$ cat src/rtl/rhh_pkg.sv
// shared types and constants for the robin hood hash table
`default_nettype none
package rhh_pkg;
   localparam int unsigned DefaultTableSlots = 256;
   localparam int unsigned DefaultValueBits = 32;
   localparam int unsigned KeyBits = 64;
   localparam int unsigned FieldValueBits = 32;
   localparam int unsigned MaxIndexBits = 16;
   localparam logic [63:0] GoldenMult = 64'd11400714819323198485;

   localparam logic [1:0] ST_OK = 2'd0;
   localparam logic [1:0] ST_NOT_FOUND = 2'd1;
   localparam logic [1:0] ST_DUPLICATE = 2'd2;
   localparam logic [1:0] ST_FULL = 2'd3;

   localparam logic OP_LOOKUP = 1'b0;
   localparam logic OP_INSERT = 1'b1;

   typedef struct packed {
      logic done;
      logic [MaxIndexBits-1:0] slot;
   } hash_rsp_type;
endpackage
`default_nettype wire

$ cat src/rtl/rhh_hash.sv
// fibonacci hash unit on one shared 32x32 multiplier; a new start abandons any key in progress
`default_nettype none
module rhh_hash #(
   parameter int unsigned IndexBits = 8
) (
   input wire logic clock,
   input wire logic reset,
   input wire logic start,
   input wire logic [63:0] key,
   output rhh_pkg::hash_rsp_type hash_rsp
);
   localparam int unsigned Shift = 64 - IndexBits;

   logic [63:0] fold_ff, fold_in;
   logic [63:0] acc_ff, acc_in;
   logic [63:0] prod_ff, prod_in;
   logic [1:0] step_ff, step_in;
   logic busy_ff, busy_in;
   logic done_ff, done_in;
   logic [31:0] mul_a, mul_b;

   always_comb begin
      case (step_ff)
         2'd0: begin
            mul_a = fold_ff[31:0];
            mul_b = rhh_pkg::GoldenMult[31:0];
         end
         2'd1: begin
            mul_a = fold_ff[31:0];
            mul_b = rhh_pkg::GoldenMult[63:32];
         end
         default: begin
            mul_a = fold_ff[63:32];
            mul_b = rhh_pkg::GoldenMult[31:0];
         end
      endcase
   end

   always_comb begin
      fold_in = fold_ff;
      acc_in = acc_ff;
      prod_in = prod_ff;
      step_in = step_ff;
      busy_in = busy_ff;
      done_in = 1'b0;
      if (start) begin
         fold_in = key ^ (key >> Shift);
         step_in = 2'd0;
         busy_in = 1'b1;
      end else if (busy_ff) begin
         prod_in = {32'd0, mul_a} * {32'd0, mul_b};
         step_in = step_ff + 2'd1;
         case (step_ff)
            2'd0: acc_in = acc_ff;
            2'd1: acc_in = prod_ff;
            default: acc_in = acc_ff + {prod_ff[31:0], 32'd0};
         endcase
         if (step_ff == 2'd3) begin
            busy_in = 1'b0;
            done_in = 1'b1;
         end
      end
   end

   always_ff @(posedge clock) begin
      fold_ff <= fold_in;
      acc_ff <= acc_in;
      prod_ff <= prod_in;
      step_ff <= step_in;
      if (reset) begin
         busy_ff <= 1'b0;
         done_ff <= 1'b0;
      end else begin
         busy_ff <= busy_in;
         done_ff <= done_in;
      end
   end

   assign hash_rsp.done = done_ff;
   assign hash_rsp.slot = rhh_pkg::MaxIndexBits'(acc_ff[63:Shift]);
endmodule
`default_nettype wire

$ cat config.mk
export PLATFORM = sky130hd
export DESIGN_NAME = rhh_hash
export DESIGN_NICKNAME = d
export VERILOG_FILES = /design/src/rtl/rhh_pkg.sv /design/src/rtl/rhh_hash.sv
export SDC_FILE = /design/constraint.sdc
export NUM_CORES = 2
export LEC_CHECK = 0
export BUFFER_PORTS_ARGS = -buffer_cell sky130_fd_sc_hd__buf_2
export CORE_UTILIZATION = 60
export CTS_CLUSTER_DIAMETER = 60
export DETAILED_ROUTE_END_ITERATION = 8
export GPL_TIMING_DRIVEN = 0
export PLACE_DENSITY = 0.8
export SLEW_MARGIN = 20
export SYNTH_ARGS = -nofsm -noshare
export SYNTH_HDL_FRONTEND = slang
export SYNTH_SLANG_ARGS = --single-unit
$ cat constraint.sdc
create_clock -name clock -period 7.9 [get_ports clock]
set_input_delay 1.185 -clock clock [delete_from_list [all_inputs] [get_ports clock]]
set_output_delay 1.185 -clock clock [all_outputs]
set_load 0.1 [all_outputs]
== Word-level counts from Yosys, hierarchy flattened ==
Index checks and enable logic that the tools add are counted.

* Register bits after elaboration: 196
* Output and inout bits: 17
* Logic and storage cells: 27

* $add $sub $neg: 2
* $mul: 1
* Equal/unequal tests: 2
* Muxes and demuxes: 7
* Bitwise operators: 4
* Reductions and logical operators: 5

{| class="wikitable"
|+ Operators by type and width
! kind !! count
|-
| one-hot mux 64 bit (2 select lines) || 1
|-
| adder 64 bit || 1
|-
| multiplier 32 x 32 -> 64 bit || 1
|-
| 2-to-1 mux 32 bit || 2
|-
| bitwise XOR 64 x 8 -> 64 bit || 1
|-
| 2-to-1 mux 1 bit || 4
|-
| NOT 1 bit || 3
|-
| AND reduction 3 bit || 1
|-
| OR reduction 3 bit || 1
|-
| adder 2 x 1 -> 2 bit, second input constant || 1
|-
| equality test 2 x 1 -> 1 bit, second input constant || 1
|-
| equality test 2 bit, second input constant || 1
|-
| logical NOT 2 bit || 1
|-
| AND reduction 2 bit || 1
|-
| OR reduction 2 bit || 1
|}

== Depth between registers and ports, before layout ==
* Depth after elaboration: 4
* Depth in mapped cells: 35

== Worst setup path after synthesis ==
Ideal clock, no wire load.

* Kind: reg-to-reg
* Start: register step_ff[1]
* End: register prod_ff[60] (data pin)
* Data arrival time: 8257 ps
* Data required time: 7638 ps
* Path slack: -619 ps
* Stages on the path, launching flop included: 33
* Buffers on the path: 4
* Clock period less this slack: 8519 ps
* Path through: dfxtp_1 inv_1 ha_1 nor2_1 buf_4 buf_4 buf_2 mux2i_1 or2_2 inv_1 fa_1 ha_1 fa_1 inv_1 fa_1 inv_1 fa_1 fa_1 fa_1 inv_1 fa_1 inv_1 ha_1 buf_6 a21oi_2 o21ai_1 nor3_2 nand4_2 a2111oi_4 nor2_2 a311oi_4 o21ai_1 xor2_1

* Cells in the longest elaborated chain, start to end: 4
* Elaborated cells between the ends (all ways): 6
* Classes of those cells: 1 x mul; 1 x eq/ne; 2 x mux; 2 x reduce/logical

{| class="wikitable"
|+ Ends and longest elaborated chain
! what !! line !! RTL
|-
| start: declaration || rhh_hash.sv:17 || <nowiki>logic [1:0] step_ff, step_in;</nowiki>
|-
| start signal: assignment || rhh_hash.sv:69 || <nowiki>step_ff <= step_in;</nowiki>
|-
| equality test 2 x 1 -> 1 bit / logical NOT 2 bit (equally long branches) || rhh_hash.sv:23 || <nowiki>case (step_ff)</nowiki>
|-
| OR reduction 2 bit (no source line) || - ||
|-
| 2-to-1 mux 32 bit || rhh_hash.sv:23 ||
|-
| multiplier 32 x 32 -> 64 bit * || rhh_hash.sv:51 || <nowiki>prod_in = {32'd0, mul_a} * {32'd0, mul_b};</nowiki>
|-
| end signal: assignment || rhh_hash.sv:68 || <nowiki>prod_ff <= prod_in;</nowiki>
|-
| end: declaration || rhh_hash.sv:16 || <nowiki>logic [63:0] prod_ff, prod_in;</nowiki>
|}

Mark *: on every way between the ends. The rest lies on a longest branch, timed or not.
A chain may end at the register's enable or synchronous reset.

== Worst setup path after layout ==
Ends and elaborated chain as after synthesis.

==> flow_summary.json <==
{
  "status": "finished with violations",
  "violations": "setup timing",
  "clk_pin_slew_ns": 0.08,
  "dieArea_um2": 56100,
  "vias": 26311,
  "area_delta_synth_final_pct": 18.5,
  "drc": 0,
  "setup_viol": 35,
  "grt_max_degree": 42,
  "cts_root_buffer": "clkbuf_16",
  "worstSetupPathType": "flop to flop",
  "ys_types": 83,
  "placementRows": 85,
  "crit_family": "adder cells",
  "crit_top_cell": "fa_1",
  "seq_area_frac_synth_pct": 14.8,
  "antenna_found_initial": 4,
  "syn_inst": 3324,
  "port_buffers": 75,
  "crit_fanout": 10,
  "worstSkewPairLatency_ns": 0.53,
  "cp_data_arrival_time_ns": 8.94,
  "r2r_cells": 25,
  "synth.area.top_cells": "fa_1 (35%), ha_1 (18%), edfxtp_1 (15%), inv_1 (10%), xnor2_1 (2.9%)",
  "synth_top_cell_area_share_pct": 35.0,
  "fin_worst_skew_ns": 0.0316,
  "fin_ws_ns": -0.785,
  "period_share_pct": 110,
  "grt.overflow.total": 0,
  "dr.pass1.iters": 9,
  "slowest_stage": "clkbuf_1",
  "layout.nets": 4747,
  "syn_area_um2": 33100,
  "io_pins": 84,
  "yosysWarnings": 0,
  "hold_path_class": "flop to flop",
  "hpwl_um": 83500,
  "synth_top_area_cell": "fa_1",
  "grt_pass1_wl_um": 150000,
  "ant_nets": 0,
  "gp_congestion": 1.07,
  "clock.fmax_mhz": 115,
  "vias_per_cell": 6.05,
  "r2r_slack_ns": -0.79,
  "rsz0062_at_grt": "true",
  "worstSetupEndpointType": "flop",
  "grt_use_total_pct": 37.0,
  "wirelength_um": 111000,
  "synth_edf_count": 160,
  "critPathBufInv": 6,
  "drv_slew": 0,
  "drt_iter0_drc": 3154,
  "grt_pass1_vias": 25448,
  "r2r_end": "prod_ff[60]",
  "wire_per_inst_um": 25.6,
  "clock_sinks": 164,
  "cp-endpoint": "prod_ff[60]",
  "die_w_um": 237,
  "synth_most_common_cell": "inv_1",
  "cts_max_path_buffers": 2,
  "worst_pin_slew_ns": 1.24,
  "die_h_um": 237,
  "holdBufCountCts": 0,
  "reg2reg_from": "step_ff[1]",
  "async_flop_share_pct": 0,
  "avgSynthCellArea_um2": 9.95,
  "cts_tree": "yes",
  "initial_core_util_pct": 61.1,
  "cts_max_level": 4,
  "coreArea_um2": 54100,
  "cpPeakStageDelay_ns": 0.93,
  "drv_cap": 0,
  "maxSlewHeadroom_pct": 17.4,
  "synthTopCellsByCount": "inv_1 (902), fa_1 (579), ha_1 (463)",
  "drive_above_1_share_pct": 21.0,
  "cp-start-kind": "flop",
  "synth_ff_type": "edfxtp_1",
  "worstPathRequired_ns": 8.15,
  "cp_num_cells": 25,
  "min_period_ns": 8.69,
  "synth_seq_cells": 164,
  "hold_ws_ns": 0.558,
  "hold_viol": 0,
  "cts_made_buffers": 17,
  "startpoint": "step_ff[1]"
}
-- state kept, by name, summed over array words and instances, names as in the netlist --
name and cells:
prod_ff 64, done_ff 1, busy_ff 1, step_ff 2, acc_ff 32, fold_ff 64
-- worst reg2reg max path, stage by stage, from the launching register on --
cell and delay (ns):
dfxtp_2 0.34, inv_4 0.07, ha_4 0.22, buf_8 0.22, clkbuf_1 0.94, o21ai_0 0.34, fa_1 0.63, inv_2 0.08
fa_1 0.53, inv_1 0.07, fa_1 0.53, fa_1 0.49, fa_1 0.61, fa_1 0.46, fa_1 0.47, ha_1 0.35
buf_6 0.15, a21oi_4 0.18, o21ai_2 0.10, nor3_2 0.27, nand4_2 0.24, a2111oi_4 0.42, nor2_2 0.11, a311oi_4 0.32
o21ai_1 0.12, xor2_1 0.15
-- worst min path at each step --
stage                     slack, ns         end   startpoint  cells past startpoint
after floorplan                0.49  step_ff[1]   step_ff[1]                      2
after global placement         0.51  step_ff[1]   step_ff[1]                      2
after detailed placement       0.54  step_ff[0]   step_ff[0]                      2
after CTS                      0.56  acc_ff[60]  prod_ff[60]                      2
after global routing           0.58  acc_ff[32]  prod_ff[32]                      1
final                          0.56  acc_ff[53]  prod_ff[53]                      2
-- cell families after synthesis --
logic type / count (synthesis) / share of synthesized area, %
buf+inv: 1030 / 12.0
simple gates: 456 / 6.27
xor+xnor: 158 / 4.18
compound gates: 418 / 8.49
other cells: 2 / 0.0227
flops: 164 / 14.8
fa+ha+maj: 1042 / 52.5
mux: 54 / 1.72
-- timing repair --
action | in CTS | in global routing
gates resized for setup | 265 | 295
setup endpoints to repair | 53 | 43
pin swaps | 61 | 139
cloned | 4 | 0
buffers inserted | 76 | 116
-- area by class of cell --
class | count | area (um2)
clock buffers | 17 | 425
inverters | 908 | 3490
plain buffers | 104 | 813
diodes | 1 | 2.50
multi-input cells | 2170 | 26300
flip-flops and latches | 164 | 4890
clock inverters | 15 | 168
fillers | 3490 | 14900
repair buffers | 273 | 2280
well taps | 696 | 871
-- per-layer routing --
layer | global-route usage (%) | wire [um]
met5 | 0 | 162
met4 | 25.0 | 10100
met3 | 10.1 | 13800
met2 | 56.0 | 48700
met1 | 46.5 | 38400
-- layout by cell type, fill, tap and decap left out, drive strengths merged, types with 42 or more instances in the layout --
cell type  count
buf          321
conb          42
o21ai        125
nand2        185
fa           579
edfxtp       160
xor2          50
inv          901
ha           463
a21o          69
xnor2        108
a21oi         97
nor2         123
clkbuf        71
-- metrics by stage --
stage	util (%)	instance area (um2)	cells	setup WS (ns)	TNS, ns
final	72.4	39200	4348	-0.785	-12.69
after global routing	72.4	39200	4348	-0.872	-16.44
after CTS	68.5	37100	4236	-0.691	-9.43
after detailed placement	64.3	34800	4139	-3.14	-122.03
after global placement	64.1	34700	4135	-3.04	-154.14
after floorplan	-	33400	3364	0.00648	0
Power is left out: the tool's default activity adds up to more than one toggle a clock period on the data nets, which glitch-free logic cannot reach.
